### config.mk
export PLATFORM = sky130hd
export DESIGN_NAME = dwo_mac
export DESIGN_NICKNAME = d
export VERILOG_FILES = /design/src/sv/dwo_pkg.sv /design/src/sv/dwo_mac.sv
export SDC_FILE = /design/constraint.sdc
export NUM_CORES = 2
export LEC_CHECK = 0
export ABC_CLOCK_PERIOD_IN_PS = 27600
export BUFFER_PORTS_ARGS = -buffer_cell sky130_fd_sc_hd__buf_2
export CORE_UTILIZATION = 60
export DETAILED_ROUTE_END_ITERATION = 10
export PLACE_DENSITY = 0.82
export SLEW_MARGIN = 30
export SYNTH_ARGS = -nofsm -noshare
export SYNTH_HDL_FRONTEND = slang
export SYNTH_SLANG_ARGS = --single-unit
### constraint.sdc
create_clock -name clk -period 27.6 [get_ports clk]
set_input_delay 0 -clock clk [delete_from_list [all_inputs] [get_ports clk]]
set_output_delay 0 -clock clk [all_outputs]
set_load 0.01 [all_outputs]
### src/sv/dwo_pkg.sv
`default_nettype none
package dwo_pkg;

  localparam int CORDIC_STEPS = 24;
  localparam int STEP_W = 6;
  localparam int CW = 34;

  localparam int DIV_W = 74;
  localparam int DCNT_W = $clog2(DIV_W + 1);
  localparam int ACC_W = 104;

  localparam logic [63:0] YAW_K = (64'h28BE60DB9391 << 16) / 64'd1000;
  localparam logic signed [CW-1:0] CORDIC_GAIN = CW'(32'h26DD3B6A);
  localparam logic [63:0] POS_RCP = ((64'd1 << 58) + 64'd999) / 64'd1000;

  typedef enum logic [2:0] {
    REG_INV_L = 3'd0,
    REG_INV_R = 3'd1,
    REG_MPT   = 3'd2,
    REG_ITW   = 3'd3,
    REG_NOM   = 3'd4
  } cfg_idx_t;

  typedef enum logic [1:0] {
    SH_0  = 2'd0,
    SH_32 = 2'd1,
    SH_64 = 2'd2
  } mac_sh_t;

  typedef struct packed {
    logic    en;
    logic    clr;
    mac_sh_t sh;
  } mac_ctl_t;

  function automatic logic [31:0] atan_lut(input logic [4:0] idx);
    logic [31:0] r;
    unique case (idx)
      5'd0:  r = 32'h20000000;
      5'd1:  r = 32'h12E4051E;
      5'd2:  r = 32'h09FB385B;
      5'd3:  r = 32'h051111D4;
      5'd4:  r = 32'h028B0D43;
      5'd5:  r = 32'h0145D7E1;
      5'd6:  r = 32'h00A2F61E;
      5'd7:  r = 32'h00517C55;
      5'd8:  r = 32'h0028BE53;
      5'd9:  r = 32'h00145F2F;
      5'd10: r = 32'h000A2F98;
      5'd11: r = 32'h000517CC;
      5'd12: r = 32'h00028BE6;
      5'd13: r = 32'h000145F3;
      5'd14: r = 32'h0000A2FA;
      5'd15: r = 32'h0000517D;
      5'd16: r = 32'h000028BE;
      5'd17: r = 32'h0000145F;
      5'd18: r = 32'h00000A30;
      5'd19: r = 32'h00000518;
      5'd20: r = 32'h0000028C;
      5'd21: r = 32'h00000146;
      5'd22: r = 32'h000000A3;
      5'd23: r = 32'h00000051;
      5'd24: r = 32'h00000029;
      5'd25: r = 32'h00000014;
      5'd26: r = 32'h0000000A;
      5'd27: r = 32'h00000005;
      5'd28: r = 32'h00000003;
      5'd29: r = 32'h00000001;
      5'd30: r = 32'h00000001;
      5'd31: r = 32'h00000000;
    endcase
    return r;
  endfunction

endpackage
`default_nettype wire

### src/sv/dwo_mac.sv
`default_nettype none
module dwo_mac (
  input  logic                      clk,
  input  dwo_pkg::mac_ctl_t         ctl,
  input  logic [31:0]               a,
  input  logic [31:0]               b,
  output logic [dwo_pkg::ACC_W-1:0] acc
);
  import dwo_pkg::*;

  logic [63:0]      prod;
  logic [ACC_W-1:0] addend;
  logic [ACC_W-1:0] base;

  assign prod = a * b;

  always_comb begin
    unique case (ctl.sh)
      SH_0:    addend = ACC_W'(prod);
      SH_32:   addend = ACC_W'(prod) << 32;
      SH_64:   addend = ACC_W'(prod) << 64;
      default: addend = '0;
    endcase
    base = ctl.clr ? '0 : acc;
  end

  always_ff @(posedge clk) begin
    if (ctl.en) begin
      acc <= base + addend;
    end
  end

endmodule
`default_nettype wire

==> reports/results.tsv <==
metric	value	unit
kind of critical path	in2reg	
synthesized flop and latch total	104	
Worst EP arrival	11.08	ns
post-CTS resize count	0	
DRT Pass-1 Iters	9	
CTS tree	yes	
Routed Antenna Nets	0	
total wire length	127000	um
CP peak stage delay	0.81	ns
CTS Buf Count	9	
post-synth cell types	90	
max_slew headroom	0.341	
Clock transition at path regs	0.08	ns
Initial Util	0.610	
overall routing resource usage	0.345	
root buffer cell	clkbuf_16	
share of cells above drive strength 1	0.0481	
Top Registers	acc x104	
drt first-iter violations	3594	
Die Ht	275	um
type of destination of the critical path	flip-flop	
commonest non-fill, non-tap cell in the layout	inv_1	
slowest cell on the critical path	o311ai_0	
worst hold start	ctl[3]	
largest net degree at the start of global routing	64	
DP HPWL	106000	um
initial antenna violation count	8	
CTS Buffer Depth	2	
Final Hold Viols	0	
die area	0.0757	mm2
clock skew	0.0156	ns
Slew Limit Fails	0	
r2r startpoint	acc[0]	
max FFs per register	104	
Biggest register	acc	
Mapped Nets	6431	
routed len/inst	21.3	um
# setup viols final	0	
final setup TNS	0	ns
Avg Cell Area, Syn	8.77	um2
Ports	173	
grt total ovfl	0	
number of synthesized flops with an enable pin	104	
number of global-route vias before repair	36516	
Hold Path Class	in2reg	
drt drc	14	
RSZ-0062 raised after global routing	no	
leading cell types in the layout, fill and taps excluded	inv_1, fa_1, and2_1	
count of input and output buffers	172	
Max H-tree Level	3	
Worst EP required	27.71	ns
first-pass GRT wire length	202000	um
reg2reg setup slack	23.05	ns
max cap viols	0	
GPL Wtd Cong	1.06	
Vias	35936	
Sink Count	104	
Layout area overhead	3.05	%
Mapped Cells	5099	
CP startpoint	b[9]	
Synth Cell Area	0.0447	mm2
most used cell along the critical path	fa_1	
via/cell ratio	6.01	
row cnt	99	
Top FF cell, synth	edfxtp_1	
nets	6341	
# hold bufs at CTS	0	
Warnings, synthesis	0	
Die Span X	275	um
Clock Latency Late Sink	0.38	ns
async set or reset register ratio after synthesis	0	
min Tclk post-route	10.96	ns
status	finished, violations left	
Worst-Margin Slew	0.981	ns
setup bufs post-CTS	0	
Critical Path Start Type	primary input	
Max Clk Rate	91.2	MHz
Core Box Area	0.0733	mm2
register area share after synthesis	0.0698	
fin crit share	0.397	
largest fanout on the critical path	32	
failing checks	design-rule violations	
-- worst max-delay path: cells and delay by family --
| kind | cells | cell delay (ns) |
|---|---|---|
| simple gates | 11 | 2.61 |
| xor+xnor | 1 | 0.11 |
| fa+ha+maj | 10 | 4.88 |
| compound gates | 8 | 2.75 |
| buf+inv | 3 | 0.68 |
-- worst paths after layout --
path                    to  cells past startpoint
setup / recovery  acc[103]                     33
hold / removal    acc[100]                      1
setup reg to reg   acc[80]                     15
hold reg to reg     acc[0]                      2
-- per-stage QoR --
| stage | cell area (um2) | cells | utilization | hold WS [ns] | setup slack, ns |
|---|---|---|---|---|---|
| after global routing | 46100 | 5976 | 0.629 | 0.262 | 16.13 |
| after global placement | 45800 | 5957 | 0.624 | 0.433 | 16.44 |
| final | 46100 | 5977 | 0.629 | 0.223 | 16.64 |
| after CTS | 46100 | 5973 | 0.629 | 0.247 | 16.69 |
| after detailed placement | 45800 | 5957 | 0.624 | 0.435 | 16.33 |
| after floorplan | 44700 | 5099 | - | 0.112 | 18.35 |
-- cells in the mapped netlist, drive strengths merged, types with 8 or more instances --
cell type / instances / share of area
inv: 919 / 0.077
fa: 897 / 0.40
and2: 617 / 0.086
nand2: 580 / 0.049
ha: 366 / 0.10
clkbuf: 268 / 0.022
a21oi: 219 / 0.025
nor2: 172 / 0.014
nor2b: 122 / 0.017
o21ai: 119 / 0.014
edfxtp: 104 / 0.070
xnor2: 102 / 0.020
a21o: 86 / 0.014
xor2: 59 / 0.012
nand4: 54 / 0.0076
o21bai: 38 / 0.0064
o22ai: 33 / 0.0046
nand3: 32 / 0.0036
nor3: 31 / 0.0036
nand2b: 24 / 0.0034
o21a: 21 / 0.0035
o211ai: 19 / 0.0033
a31oi: 18 / 0.0027
and3: 16 / 0.0022
a211oi: 15 / 0.0030
mux2: 14 / 0.0035
or3: 13 / 0.0018
buf: 12 / 0.0013
a21boi: 11 / 0.0019
or2: 8 / 0.0011
-- layer usage --
layer  track usage  share of wire  vias up
met5        0.0125         0.0013        -
met3        0.0711           0.10      330
met2         0.546           0.46     2009
li1              -              -    15631
met1         0.466           0.39    17956
met4         0.130          0.043       10
-- area by class of cell --
class / count / area (um2)
Antenna cell: 4 / 10.0
Clock inverter: 6 / 72.6
Fill cell: 6140 / 27200
Multi-Input combinational cell: 3796 / 37100
Sequential cell: 104 / 3120
Timing Repair Buffer: 179 / 916
Inverter: 919 / 3450
Clock buffer: 10 / 229
Tap cell: 959 / 1200
-- cells by family (layout without fill, tap and decap cells) --
| family | count (synthesis) | count (layout) | synth area share |
|---|---|---|---|
| flops | 104 | 104 | 0.0698 |
| other cells | 0 | 4 | 0 |
| mux | 19 | 19 | 0.00464 |
| compound gates | 654 | 654 | 0.0938 |
| xor+xnor | 161 | 161 | 0.0315 |
| simple gates | 1699 | 1699 | 0.196 |
| buf+inv | 1199 | 1114 | 0.101 |
| fa+ha+maj | 1263 | 1263 | 0.504 |
Power is left out: the tool's default activity adds up to more than one toggle a clock period on the data nets, which glitch-free logic cannot reach.
