### src/sv/dwo_pkg.sv
`default_nettype none
package dwo_pkg;

  localparam int CORDIC_STEPS = 24;
  localparam int STEP_W = 6;
  localparam int CW = 34;

  localparam int DIV_W = 74;
  localparam int DCNT_W = $clog2(DIV_W + 1);
  localparam int ACC_W = 104;

  localparam logic [63:0] YAW_K = (64'h28BE60DB9391 << 16) / 64'd1000;
  localparam logic signed [CW-1:0] CORDIC_GAIN = CW'(32'h26DD3B6A);
  localparam logic [63:0] POS_RCP = ((64'd1 << 58) + 64'd999) / 64'd1000;

  typedef enum logic [2:0] {
    REG_INV_L = 3'd0,
    REG_INV_R = 3'd1,
    REG_MPT   = 3'd2,
    REG_ITW   = 3'd3,
    REG_NOM   = 3'd4
  } cfg_idx_t;

  typedef enum logic [1:0] {
    SH_0  = 2'd0,
    SH_32 = 2'd1,
    SH_64 = 2'd2
  } mac_sh_t;

  typedef struct packed {
    logic    en;
    logic    clr;
    mac_sh_t sh;
  } mac_ctl_t;

  function automatic logic [31:0] atan_lut(input logic [4:0] idx);
    logic [31:0] r;
    unique case (idx)
      5'd0:  r = 32'h20000000;
      5'd1:  r = 32'h12E4051E;
      5'd2:  r = 32'h09FB385B;
      5'd3:  r = 32'h051111D4;
      5'd4:  r = 32'h028B0D43;
      5'd5:  r = 32'h0145D7E1;
      5'd6:  r = 32'h00A2F61E;
      5'd7:  r = 32'h00517C55;
      5'd8:  r = 32'h0028BE53;
      5'd9:  r = 32'h00145F2F;
      5'd10: r = 32'h000A2F98;
      5'd11: r = 32'h000517CC;
      5'd12: r = 32'h00028BE6;
      5'd13: r = 32'h000145F3;
      5'd14: r = 32'h0000A2FA;
      5'd15: r = 32'h0000517D;
      5'd16: r = 32'h000028BE;
      5'd17: r = 32'h0000145F;
      5'd18: r = 32'h00000A30;
      5'd19: r = 32'h00000518;
      5'd20: r = 32'h0000028C;
      5'd21: r = 32'h00000146;
      5'd22: r = 32'h000000A3;
      5'd23: r = 32'h00000051;
      5'd24: r = 32'h00000029;
      5'd25: r = 32'h00000014;
      5'd26: r = 32'h0000000A;
      5'd27: r = 32'h00000005;
      5'd28: r = 32'h00000003;
      5'd29: r = 32'h00000001;
      5'd30: r = 32'h00000001;
      5'd31: r = 32'h00000000;
    endcase
    return r;
  endfunction

endpackage
`default_nettype wire

### src/sv/dwo_cordic.sv
`default_nettype none
module dwo_cordic (
  input  logic                          clk,
  input  logic                          rst,
  input  logic                          start,
  input  logic [31:0]                   angle,
  output logic                          busy,
  output logic signed [dwo_pkg::CW-1:0] cos_out,
  output logic signed [dwo_pkg::CW-1:0] sin_out
);
  import dwo_pkg::*;

  logic [STEP_W-1:0]   step;
  logic [31:0]         ang_q;
  logic                flip;
  logic                flip_r;
  logic [31:0]         ang_f;
  logic signed [CW-1:0] x;
  logic signed [CW-1:0] y;
  logic signed [CW-1:0] z;
  logic signed [CW-1:0] dx;
  logic signed [CW-1:0] dy;
  logic signed [CW-1:0] at;

  assign ang_q = angle + 32'h4000_0000;
  assign flip  = ang_q[31];
  assign ang_f = angle ^ {flip, 31'b0};
  assign busy  = (step != STEP_W'(CORDIC_STEPS));
  assign dx    = x >>> step[4:0];
  assign dy    = y >>> step[4:0];
  assign at    = $signed({{(CW-32){1'b0}}, atan_lut(step[4:0])});

  assign cos_out = flip_r ? -x : x;
  assign sin_out = flip_r ? -y : y;

  always_ff @(posedge clk) begin
    if (rst) begin
      step <= STEP_W'(CORDIC_STEPS);
    end else if (start) begin
      step <= '0;
    end else if (busy) begin
      step <= step + 1'b1;
    end
  end

  always_ff @(posedge clk) begin
    if (start) begin
      flip_r <= flip;
      x      <= CORDIC_GAIN;
      y      <= '0;
      z      <= $signed({{(CW-32){ang_f[31]}}, ang_f});
    end else if (busy) begin
      if (!z[CW-1]) begin
        x <= x - dy;
        y <= y + dx;
        z <= z - at;
      end else begin
        x <= x + dy;
        y <= y - dx;
        z <= z + at;
      end
    end
  end

endmodule
`default_nettype wire

### config.mk
export PLATFORM = sky130hd
export DESIGN_NAME = dwo_cordic
export DESIGN_NICKNAME = d
export VERILOG_FILES = /design/src/sv/dwo_pkg.sv /design/src/sv/dwo_cordic.sv
export SDC_FILE = /design/constraint.sdc
export NUM_CORES = 1
export LEC_CHECK = 0
export BUFFER_PORTS_ARGS = -buffer_cell sky130_fd_sc_hd__buf_4
export CORE_AREA = 2 2 218 156
export DETAILED_ROUTE_END_ITERATION = 8
export DIE_AREA = 0 0 220 158
export HOLD_SLACK_MARGIN = 0.12
export PLACE_DENSITY = 0.71
export SLEW_MARGIN = 10
export SYNTH_ARGS = -nofsm -noshare
export SYNTH_HDL_FRONTEND = slang
export SYNTH_SLANG_ARGS = --single-unit
### constraint.sdc
create_clock -name clk -period 12.89 [get_ports clk]
set_clock_uncertainty 0.15 [all_clocks]
set_input_delay 0.6445 -clock clk [delete_from_list [all_inputs] [get_ports clk]]
set_output_delay 0.6445 -clock clk [all_outputs]
set_load 0.01 [all_outputs]
==> key figures <==
CTS
  – CTS tree: built
  – Clk buf depth: 2
  – CTS Sinks: 109
  – # Post-CTS Setup Buffers: 0
  – Post-CTS sizing: 0
  – H-tree Lvls: 3
  – Root Buffer: clkbuf_16
  – Clk_lat worst skew: 0.41 ns
  – Reg clk slew, reported paths: 0.09 ns
  – CTS Buf Count: 9
  – Hold-fix buffers, CTS: 0

Placement
  – Final HPWL DP: 45.4 mm
  – Final Wtd Congestion: 1.00
  – Setup WS pre-CTS: 4.88 ns
  – Placed inst area: 18,100 µm²
  – Number of port buffers: 103

Power and ir drop
  – Comb power frac: 79.6%
  – Sequential share of power: 14.8%
  – P_leak: 7.33 nW
  – Pwr Total: 5.47 mW
  – Internal Power: 2.60 mW
  – Peak supply drop: 0.132 mV
  – Switching Fraction: 52.4%
  – PwrDens: 297 nW/µm²
  – Switch Pwr: 2.87 mW
  – Clock Power Share: 5.6%

Critical path
  – WS Path Type: register to register
  – Worst setup EP type: register
  – Critical Path Start Type: register
  – R2R cell count: 23
  – WP data required: 12.87 ns
  – CP Max Fanout: 64
  – Worst Path Arrival: 8.18 ns
  – Reg2reg setup slack: 4.70 ns
  – RR Startpoint: step[1]
  – R2R Path End: z[32]

Finish
  – Most frequent cells in the layout: 253 x nand2_1, 199 x a21oi_1, 160 x xnor2_1
  – Commonest non-fill, non-tap cell in the layout: nand2_1
  – Layout cells sized above 1: 13.5%
  – Final net count: 2,344
  – Ant. Diodes: 0
  – Design Area, Final: 18,400 µm²
  – Area growth from synthesis to layout: 5.83%

Global route
  – Total grt overflow: 0
  – Pin count of the biggest net entering global routing: 73
  – Wire length of the first global-routing pass: 92.4 mm
  – Vias in the first global route: 15.8k
  – Antenna violations before repair: 1
  – Total track usage: 34.3%

Synth
  – Top cells by area, synth: dfxtp_1 8.5%, mux4_2 8.3%, ha_1 8.2%
  – Synthesized area per cell: 7.80 µm²
  – Synth warn: 0
  – Post-synthesis cell count: 2,230
  – Post-synth top area cell: dfxtp_1
  – Syn nets: 2,382
  – Asr flop ratio synth: 0%
  – Register bit total from synthesis: 109
  – Distinct cell type count after synthesis: 90
  – Top FF cell, synth: dfxtp_1
  – Register area share after synthesis: 14.6%
  – Post-synth EDFFs: 35
  – Area of the mapped netlist: 17,400 µm²
  – Top cell type's share of synthesized area: 8.51%

STA
  – Fin crit period: 8.19 ns
  – Peak Freq: 122 MHz
  – Setup violators final: 0
  – Final WS setup: 4.70 ns
  – Setup TNS: 0 ns
  – Fin crit share: 63.6%
  – Slew headroom: 36.3%
  – Least-Margin Pin Slew: 0.945 ns
  – Max-slew violations: 0
  – Final Hold Fails: 0
  – RSZ-0062 raised after global routing: false

Die
  – Die Width: 220 µm
  – Initial Util: 53.1%
  – Core footprint: 32,800 µm²
  – Num ports: 104
  – Full die area: 34,800 µm²
  – DIE HEIGHT: 158 µm
  – Site row count: 56

Detailed routing
  – WL per Instance: 22.9 µm
  – Drt initial violations: 2,272
  – Antenna-violating nets left: 0
  – Final WL: 60.2 mm
  – DR vias: 17.5k
  – DR vias/cell: 6.65
  – DRC violations left: 0
  – First-pass detailed-route iteration total: 8

Hold path
  – Worst hold path depth: 2
  – Hold wc startpoint: rst
  – Hold WC Path Type: primary input to register
  – Hold endpoint: step[0]

Job
  – Max_cap viols: 0

Outcome
  – Status: finished, final reports clean
==> worst max-delay path, stage by stage, from the launching register on <==
cell and delay (ns):
dfxtp_4 0.92, buf_4 0.65, inv_1 0.31, ha_1 0.48, mux4_2 0.50, a211oi_1 0.47
ha_1 0.25, and3_1 0.17, and2_1 0.16, and3_1 0.18, nor2b_1 0.22, nand2_1 0.08
nor4_1 0.66, nor2_1 0.30, xor2_1 0.24, ha_1 0.39, inv_1 0.09, nor3_1 0.19
a211oi_1 0.14, o41ai_1 0.75, a31oi_1 0.16, o21bai_1 0.21, xnor2_1 0.13, o21ai_0 0.08
==> Yosys cell counts (13+ instances only) <==
cell type and n:
nand2b_1 28, xnor2_1 160, a221oi_1 13, edfxtp_1 35, o211ai_1 22, o21ai_0 155
nor3_1 35, and3_1 21, mux2i_1 51, mux2_2 44, or4_1 24, dfxtp_1 74
ha_1 114, o21bai_1 18, mux4_2 64, a211oi_1 33, nand3_1 38, o31ai_1 26
nor2_1 148, nand2_1 253, nor2b_1 25, inv_1 44, buf_2 16, clkbuf_1 116
a31oi_1 35, and2_1 23, buf_1 26, xor2_1 77, a22oi_1 13, a21oi_1 199
o21a_1 13, a21o_1 66
==> registers in the layout, indices dropped and copies added (netlist names) <==
name    cells
flip_r      1
x          34
step        6
z          34
y          34
==> power by group through the flow <==
| stage | Clock [mW] | Combinational [mW] | Sequential, mW |
|---|---|---|---|
| floorplan | 0 | 3.43 | 0.600 |
| global placement | 0 | 4.16 | 0.796 |
| detailed placement | 0 | 4.26 | 0.798 |
| CTS | 0.310 | 4.29 | 0.794 |
| global route | 0.318 | 4.80 | 0.826 |
| finish | 0.306 | 4.36 | 0.809 |
==> worst max path at each step <==
stage / endpoint / start / slack, ns
6_report: z[32] / step[1] / 4.70
5_1_grt: z[30] / step[1] / 4.08
4_1_cts: z[32] / step[1] / 4.86
3_5_place_dp: z[32] / step[1] / 4.88
3_3_place_gp: z[33] / step[1] / 5.06
2_1_floorplan: z[33] / step[0] / 5.64
==> metrics by stage <==
step / utilization, % / hold WS (ns) / instances
CTS: 56.2 / 0.296 / 2632
global placement: 55.2 / 0.421 / 2616
global route: 56.2 / 0.319 / 2632
detailed placement: 55.2 / 0.418 / 2616
floorplan: - / 0.324 / 2230
finish: 56.2 / 0.305 / 2632
==> kinds of logic after synthesis <==
group,count (synthesis),synth area share (%)
compound gates,713,26.5
xor+xnor,237,11.9
fa+ha+maj,117,8.54
buf+inv,228,5.88
flops,109,14.6
mux,159,14.1
simple gates,667,18.5
==> routing by layer <==
| metal | part of all wire [%] | up-vias | wire [µm] | global-route usage, % |
|---|---|---|---|---|
| li1 | - | 8199 | - | - |
| met5 | 0.022 | - | 13 | 0 |
| met1 | 45 | 8342 | 27200 | 49.5 |
| met4 | 2.4 | 2 | 1440 | 9.27 |
| met2 | 41 | 864 | 24500 | 48.8 |
| met3 | 12 | 101 | 6980 | 10.5 |
==> layout make-up <==
type                       count  area [µm²]
clock buffer                  11         254
clock inverter                 5        43.8
fill                        3048       14400
inverter                      46         173
multi-input combinational   1893       13900
sequential                   109        2550
tap                          435         544
timing repair buffer         133         998
Note: power is estimated with default switching activity, not from simulation.
