[config.mk]
export PLATFORM = sky130hd
export DESIGN_NAME = dwo_div
export DESIGN_NICKNAME = d
export VERILOG_FILES = /design/src/sv/dwo_pkg.sv /design/src/sv/dwo_div.sv
export SDC_FILE = /design/constraint.sdc
export NUM_CORES = 1
export LEC_CHECK = 0
export BUFFER_PORTS_ARGS = -buffer_cell sky130_fd_sc_hd__buf_2
export CAP_MARGIN = 5
export CELL_PAD_IN_SITES_DETAIL_PLACEMENT = 1
export CELL_PAD_IN_SITES_GLOBAL_PLACEMENT = 1
export CORE_MARGIN = 2
export CORE_UTILIZATION = 39
export CTS_BUF_LIST = sky130_fd_sc_hd__clkbuf_16
export DETAILED_ROUTE_END_ITERATION = 8
export PLACE_DENSITY_LB_ADDON = 0.1
export SLEW_MARGIN = 40
export SYNTH_ARGS = -nofsm -noshare
export SYNTH_HDL_FRONTEND = slang
export SYNTH_SLANG_ARGS = --single-unit
[constraint.sdc]
create_clock -name clk -period 4.1 [get_ports clk]
set_input_delay 0.615 -clock clk [delete_from_list [all_inputs] [get_ports clk]]
set_output_delay 0.615 -clock clk [all_outputs]
set_load 0.005 [all_outputs]
[src/sv/dwo_pkg.sv]
`default_nettype none
package dwo_pkg;

  localparam int CORDIC_STEPS = 24;
  localparam int STEP_W = 6;
  localparam int CW = 34;

  localparam int DIV_W = 74;
  localparam int DCNT_W = $clog2(DIV_W + 1);
  localparam int ACC_W = 104;

  localparam logic [63:0] YAW_K = (64'h28BE60DB9391 << 16) / 64'd1000;
  localparam logic signed [CW-1:0] CORDIC_GAIN = CW'(32'h26DD3B6A);
  localparam logic [63:0] POS_RCP = ((64'd1 << 58) + 64'd999) / 64'd1000;

  typedef enum logic [2:0] {
    REG_INV_L = 3'd0,
    REG_INV_R = 3'd1,
    REG_MPT   = 3'd2,
    REG_ITW   = 3'd3,
    REG_NOM   = 3'd4
  } cfg_idx_t;

  typedef enum logic [1:0] {
    SH_0  = 2'd0,
    SH_32 = 2'd1,
    SH_64 = 2'd2
  } mac_sh_t;

  typedef struct packed {
    logic    en;
    logic    clr;
    mac_sh_t sh;
  } mac_ctl_t;

  function automatic logic [31:0] atan_lut(input logic [4:0] idx);
    logic [31:0] r;
    unique case (idx)
      5'd0:  r = 32'h20000000;
      5'd1:  r = 32'h12E4051E;
      5'd2:  r = 32'h09FB385B;
      5'd3:  r = 32'h051111D4;
      5'd4:  r = 32'h028B0D43;
      5'd5:  r = 32'h0145D7E1;
      5'd6:  r = 32'h00A2F61E;
      5'd7:  r = 32'h00517C55;
      5'd8:  r = 32'h0028BE53;
      5'd9:  r = 32'h00145F2F;
      5'd10: r = 32'h000A2F98;
      5'd11: r = 32'h000517CC;
      5'd12: r = 32'h00028BE6;
      5'd13: r = 32'h000145F3;
      5'd14: r = 32'h0000A2FA;
      5'd15: r = 32'h0000517D;
      5'd16: r = 32'h000028BE;
      5'd17: r = 32'h0000145F;
      5'd18: r = 32'h00000A30;
      5'd19: r = 32'h00000518;
      5'd20: r = 32'h0000028C;
      5'd21: r = 32'h00000146;
      5'd22: r = 32'h000000A3;
      5'd23: r = 32'h00000051;
      5'd24: r = 32'h00000029;
      5'd25: r = 32'h00000014;
      5'd26: r = 32'h0000000A;
      5'd27: r = 32'h00000005;
      5'd28: r = 32'h00000003;
      5'd29: r = 32'h00000001;
      5'd30: r = 32'h00000001;
      5'd31: r = 32'h00000000;
    endcase
    return r;
  endfunction

endpackage
`default_nettype wire

[src/sv/dwo_div.sv]
`default_nettype none
module dwo_div (
  input  logic                      clk,
  input  logic                      rst,
  input  logic                      start,
  input  logic [dwo_pkg::DIV_W-1:0] dividend,
  input  logic [15:0]               divisor,
  output logic                      busy,
  output logic [dwo_pkg::DIV_W-1:0] quotient
);
  import dwo_pkg::*;

  logic [DCNT_W-1:0] cnt;
  logic [15:0]       rem;
  logic [16:0]       shifted;
  logic [16:0]       trial;

  assign shifted = {rem, quotient[DIV_W-1]};
  assign trial   = shifted - {1'b0, divisor};
  assign busy    = (cnt != '0);

  always_ff @(posedge clk) begin
    if (rst) begin
      cnt <= '0;
    end else if (start) begin
      cnt <= DCNT_W'(DIV_W);
    end else if (busy) begin
      cnt <= cnt - 1'b1;
    end
  end

  always_ff @(posedge clk) begin
    if (start) begin
      quotient <= dividend;
      rem      <= '0;
    end else if (busy) begin
      quotient <= {quotient[DIV_W-2:0], ~trial[16]};
      rem      <= trial[16] ? shifted[15:0] : trial[15:0];
    end
  end

endmodule
`default_nettype wire

==> run summary, run 1 <==
Syn Std Cell Area: 5005 um2
R2R Path Start: quotient[73]$_DFFE_PP_
Reg2Reg Setup Slack: 1.02 ns
Clk_lat worst skew: 0.35 ns
Status: complete, no violations
Reg-to-Reg End: rem[10]$_SDFFE_PP0P_
Cell-internal power: 2.143 mW
Final setup vio count: 0
CTS tree: yes
WHS Path Cells: 2
Gpl congestion: 0.7745
Final min period: 3.076 ns
Detail Route Antenna Nets: 0
Layout cells sized above 1: 0.4640
Vias in the first global route: 3889
Largest net degree at the start of global routing: 56
Clock network fraction of design power: 0.279
Fill count: 1373
Routed vias/inst: 5.046
Post-synth ARST share: 0
Initial antenna violation count: 0
Sw Pwr: 0.9137 mW
Antenna Cells: 0
Die X-Extent: 117.3 um
Mapped Cells: 401
Top cell type's share of synthesized area: 0.4440
WL/cell: 16.54 um
Synth warn: 0
Critical path class: flop to flop
First-pass GRT wire length: 19290 um
HP Class: flop to flop
R2r worst-path depth: 11
Die height: 117.3 um
Routed via count: 3739
P_leak: 2.766 nW
Seq pwr share: 0.448
Post-CTS Setup Bufs: 0
Clock tree buffer depth: 2
Critical path fanouts, max: 15
Clock sink count: 97
Hold Path Origin: rem[13]$_SDFFE_PP0P_
Seq/Total Area, Yosys: 0.5360
Logic pwr share: 0.273
CTS root buf: clkbuf_16
DRC Markers: 0
Nets: 676
Setup TNS: 0 ns
Total grt overflow: 0
Rows: 41
Area growth syn-to-layout: 26.58%
Arrival @ worst endpoint: 3.29 ns
IO Pins: 168
Hold Violations, Final: 0
Post-cts sizing count: 0
Synthesized area per cell: 12.48 um2
WP data required: 4.31 ns
Initial drt markers: 147
EDFF count, synth: 74
PD cells: 482.5 nW/um2
GRT Total Usage: 0.1821
Yosys reg bits: 97
Final period util: 0.7503
Num CTS Buffers: 9
Total Power: 3.056 mW
Syn nets: 513
Fmax: 0.3251 GHz
Starting Density: 0.3982
Core area: 12570 um2
Reg clk slew, reported paths: 0.07 ns
Final Skew: 0.01006 ns
PortBufs: 167
End of the worst hold path: rem[14]$_SDFFE_PP0P_
Max-Cap Viols: 0
Final max-slew violation count: 0
Post-detail-place hpwl: 8984 um
Worst-Margin Slew: 0.6716 ns
Switching power share of the total: 0.2990
Synth Flop Type: edfxtp_1
Cts hold-fix bufs: 0
Die area: 13750 um2
VDD IR max: 0.0002216 V
Slew Limit Headroom: 0.5523
Htree depth: 3
CP startpoint kind: flop
RSZ-0062 raised after global routing: no
Worst setup EP type: flop
Top post-synthesis cells by area: edfxtp_1 (44%), mux2_2 (17%), dfxtp_1 (9.2%), ha_1 (4.5%), mux2i_1 (2.0%)
Distinct cell type count after synthesis: 51
Area leader, netlist: edfxtp_1
Detailed-route wire length: 12260 um
First-pass iteration count of the detailed router: 4
-- routing by layer --
metal	up-vias	wire length [um]	global-route usage
li1	1822	-	-
met4	0	149	0.05647
met1	1812	5217	0.2254
met2	95	6050	0.2981
met3	10	841	0.06591
met5	-	0	0
-- power by group through the flow --
stage / logic (mW) / clock network (mW) / registers (mW)
finish: 0.835 / 0.853 / 1.37
global route: 0.936 / 0.908 / 1.39
CTS: 0.841 / 0.877 / 1.37
detailed placement: 0.837 / 0 / 1.39
global placement: 0.815 / 0 / 1.38
floorplan: 0.521 / 0 / 1.38
-- Yosys cell counts (3+ instances only) --
master,instances
mux2_2,75
edfxtp_1,74
dfxtp_1,23
nor2_1,23
inv_1,22
a21oi_1,18
ha_1,18
clkbuf_1,14
nand2_1,14
a211oi_1,11
xnor2_1,11
mux2i_1,10
o21ai_0,8
nor3_1,7
nand2b_1,6
nand3_1,6
nand3b_1,6
a21o_1,4
a31oi_1,4
xor2_1,4
buf_1,3
nand4_1,3
-- registers in the layout, summed over array words and instances, names as in the netlist --
signal    flops
cnt           7
rem          16
quotient     74
-- worst max-delay path by stage --
stage | start | endpoint
floorplan | start | quotient[0]$_DFFE_PP_
global placement | divisor[0] | rem[6]$_SDFFE_PP0P_
detailed placement | divisor[0] | rem[4]$_SDFFE_PP0P_
CTS | quotient[73]$_DFFE_PP_ | rem[4]$_SDFFE_PP0P_
global route | quotient[73]$_DFFE_PP_ | rem[4]$_SDFFE_PP0P_
finish | quotient[73]$_DFFE_PP_ | rem[10]$_SDFFE_PP0P_
-- metrics by stage --
| step | cell area [um2] | utilization | std cells | hold WS (ns) | worst slack [ns] |
|---|---|---|---|---|---|
| after global placement | 6028 | 0.4796 | 725 | 0.5000 | 0.8363 |
| after CTS | 6324 | 0.5031 | 741 | 0.5191 | 0.9747 |
| after floorplan | 5005 | - | 401 | 0.4515 | 0.9569 |
| after detailed placement | 6028 | 0.4796 | 725 | 0.5098 | 0.7217 |
| after global routing | 6335 | 0.5040 | 741 | 0.5454 | 0.8096 |
| final | 6335 | 0.5040 | 741 | 0.5156 | 1.024 |
-- critical path, cell delays in order (launching register included) --
cell	delay (ns)
edfxtp_1	0.39
inv_1	0.09
ha_1	0.21
fa_1	0.40
nand2b_1	0.18
a21o_1	0.20
a211o_1	0.29
a21oi_2	0.29
xnor2_4	0.29
buf_4	0.28
mux2i_1	0.23
a211oi_1	0.09
-- kinds of logic after synthesis --
logic type	Yosys count	share of synthesized area
multiplexers	85	0.1888
XOR/XNOR	15	0.02625
AND/OR/NAND/NOR	82	0.08625
buffers and inverters	42	0.03325
adder cells (fa/ha/maj)	19	0.04900
AO/OA/AOI/OAI	61	0.08050
flip-flops	97	0.5360
-- cell usage in the layout (no fill, tap or decap), drive strengths merged, types with 4 or more instances in the layout --
cell	Yosys	routed
a211oi	11	11
a21o	4	4
a21oi	19	19
a31oi	4	4
buf	5	171
clkbuf	14	9
dfxtp	23	23
edfxtp	74	74
ha	18	18
inv	22	26
mux2	75	75
mux2i	10	10
nand2	14	14
nand2b	6	6
nand3	6	6
nand3b	6	6
nor2	23	23
nor3	7	7
o21ai	8	8
xnor2	11	11
xor2	4	4
-- final cells by class --
class,count,area (um2),area share
multi-input cells,262,2175,0.3433
flip-flops and latches,97,2683,0.4235
clock inverters,7,70.07,0.01106
clock buffers,9,225.2,0.03555
inverters,23,86.33,0.01363
repair buffers,171,880.8,0.1390
well taps,172,215.2,0.03397
Power figures use the tool's default switching activity.
==> run 2: changes to the inputs <==
Clock period 4.1 ns to 2.9 ns, I/O delays scaled along.
==> run 2 against run 1 <==
Clock power grew 37%; first-iteration DRC count up 16%; final cell count increased by 1.1%; maximum frequency grew 11%; combinational power increased by 47%; wire length grew 2.2%.
==> run summary, run 2 (same netlist as run 1, synthesis figures left out) <==
IO Pins: 168 (unchanged)
Final Skew: 0.006715 ns (was 0.01006 ns)
Vias in the first global route: 4041 (was 3889)
Htree depth: 3 (unchanged)
Rows: 41 (unchanged)
Placed cells: 732 (was 725)
DRC Markers: 0 (unchanged)
P_leak: 2.794 nW (was 2.766 nW)
Total Power: 4.334 mW (was 3.056 mW)
GRT Total Usage: 0.1865 (was 0.1821)
PortBufs: 167 (unchanged)
Starting Density: 0.3982 (unchanged)
Clk_lat worst skew: 0.34 ns (was 0.35 ns)
Hold Violations, Final: 0 (unchanged)
Final setup vio count: 0 (unchanged)
Core area: 12570 um2 (unchanged)
Critical path class: flop to flop (unchanged)
Clock sink count: 97 (unchanged)
Worst-Margin Slew: 0.5596 ns (was 0.6716 ns)
Status: complete, no violations (unchanged)
Fmax: 0.3613 GHz (was 0.3251 GHz)
Post-detail-place hpwl: 9075 um (was 8984 um)
Gpl congestion: 0.8140 (was 0.7745)
Max-Cap Viols: 0 (unchanged)
First-pass iteration count of the detailed router: 4 (unchanged)
CTS root buf: clkbuf_16 (unchanged)
Largest net degree at the start of global routing: 98 (was 56)
Final min period: 2.768 ns (was 3.076 ns)
Cts hold-fix bufs: 0 (unchanged)
Die height: 117.3 um (unchanged)
Arrival @ worst endpoint: 3.05 ns (was 3.29 ns)
Reg clk slew, reported paths: 0.07 ns (about the same)
Clock tree buffer depth: 2 (unchanged)
Routed via count: 3800 (was 3739)
Final max-slew violation count: 0 (unchanged)
Nets: 684 (was 676)
Max reg flops: 74 (unchanged)
Routed vias/inst: 5.073 (was 5.046)
First-pass GRT wire length: 19910 um (was 19290 um)
Most common cell after layout, fill and taps aside: buf_2 (unchanged)
WP data required: 3.18 ns (was 4.31 ns)
Final worst setup slack: 0.1323 ns (was 1.024 ns)
Final instance area: 6406 um2 (was 6335 um2)
DP Worst Slack: -0.05239 ns (was 0.7217 ns)
PD cells: 676.6 nW/um2 (was 482.5 nW/um2)
Critical path fanouts, max: 6 (was 15)
Total grt overflow: 0 (unchanged)
Area growth syn-to-layout: 28.00% (was 26.58%)
CTS tree: yes (unchanged)
Layout Cells excl Fill: 749 (was 741)
Initial antenna violation count: 0 (unchanged)
Min Hold Slack: 0.3732 ns (was 0.5156 ns)
VDD IR max: 0.0002924 V (was 0.0002216 V)
Initial drt markers: 170 (was 147)
Die X-Extent: 117.3 um (unchanged)
Commonest cells after routing, fill and taps aside: buf_2 (166), mux2_2 (75), edfxtp_1 (74), nor2_1 (23), dfxtp_1 (23) (was buf_2 (166), mux2_2 (75), edfxtp_1 (74))
Fill count: 1403 (was 1373)
HP Class: input port to flop (was flop to flop)
Final period util: 0.9544 (was 0.7503)
Slew Limit Headroom: 0.6269 (was 0.5523)
WL/cell: 16.73 um (was 16.54 um)
Die area: 13750 um2 (unchanged)
Layout cells sized above 1: 0.4714 (was 0.4640)
Largest registers: quotient: 74 flops, rem: 16 flops, cnt: 7 flops (unchanged)
Detailed-route wire length: 12530 um (was 12260 um)
Detail Route Antenna Nets: 0 (unchanged)
Antenna Cells: 0 (unchanged)
CP startpoint kind: flop (unchanged)
Worst setup EP type: flop (unchanged)
Num CTS Buffers: 9 (unchanged)
Area post-placement: 6085 um2 (was 6028 um2)
Most flops, register: quotient (unchanged)
## run 2: cell types whose count changed in the layout (fill, tap and decap cells not counted)
cell / change
inv_2: -1
clkinv_1: +2
clkinv_2: +1
a21oi_2: -1
buf_4: +7
mux2i_2: +1
clkinv_4: +1
inv_1: -1
a21oi_4: +1
mux2i_1: -1
buf_6: +1
inv_6: -2
## run 2: cell type report
class | count | area, um2 | area share
Sequential cell | 97 | 2683 | 0.4187
Timing Repair Buffer | 179 | 944.7 | 0.1475
Clock inverter | 7 | 62.56 | 0.009766
Inverter | 23 | 90.09 | 0.01406
Multi-Input combinational cell | 262 | 2186 | 0.3412
Tap cell | 172 | 215.2 | 0.03359
Clock buffer | 9 | 225.2 | 0.03516
## run 2: final timing paths
kind / to / cells past startpoint / startpoint / slack [ns]
setup / recovery: rem[14]$_SDFFE_PP0P_ / 11 / quotient[73]$_DFFE_PP_ / 0.13
hold / removal: cnt[1]$_SDFFE_PP0P_ / 2 / rst / 0.37
setup reg to reg: rem[14]$_SDFFE_PP0P_ / 11 / quotient[73]$_DFFE_PP_ / 0.13
hold reg to reg: rem[12]$_SDFFE_PP0P_ / 2 / rem[12]$_SDFFE_PP0P_ / 0.52
## run 2: power by group
group | total [mW] | internal, mW | switching (mW)
sequential | 1.93 | 1.79 | 0.147
combinational | 1.23 | 0.601 | 0.628
clock | 1.17 | 0.660 | 0.511
total | 4.33 | 3.05 | 1.29
## run 2: routing by layer
| metal | routed length, um | share of wire | up-vias | GRT usage |
|---|---|---|---|---|
| met4 | 204 | 0.016 | 0 | 0.07294 |
| met2 | 6290 | 0.50 | 97 | 0.3123 |
| met1 | 5273 | 0.42 | 1842 | 0.2289 |
| met3 | 760 | 0.061 | 17 | 0.05098 |
| li1 | - | - | 1844 | - |
| met5 | 0 | 0 | - | 0 |
## run 2: through the flow
| step | util | TNS, ns |
|---|---|---|
| finish | 0.5097 | 0 |
| global route | 0.5097 | -0.008533 |
| CTS | 0.5070 | 0 |
| detailed placement | 0.4841 | -0.2365 |
| global placement | 0.4841 | 0 |
| floorplan | - | 0 |
## run 2: timing repair
action	in CTS	in global routing
resized for setup	0	4
endpoints found under the hold margin	0	0
setup buffers	0	1
setup endpoints to repair	0	8
## run 2: critical path, stage by stage (launching register included)
cell,delay [ns]
edfxtp_1,0.35
inv_1,0.07
ha_1,0.20
fa_1,0.40
nand2b_1,0.18
a21o_1,0.17
a211o_1,0.31
a21oi_4,0.22
xnor2_4,0.12
buf_4,0.18
a2111o_1,0.40
nand3_1,0.08
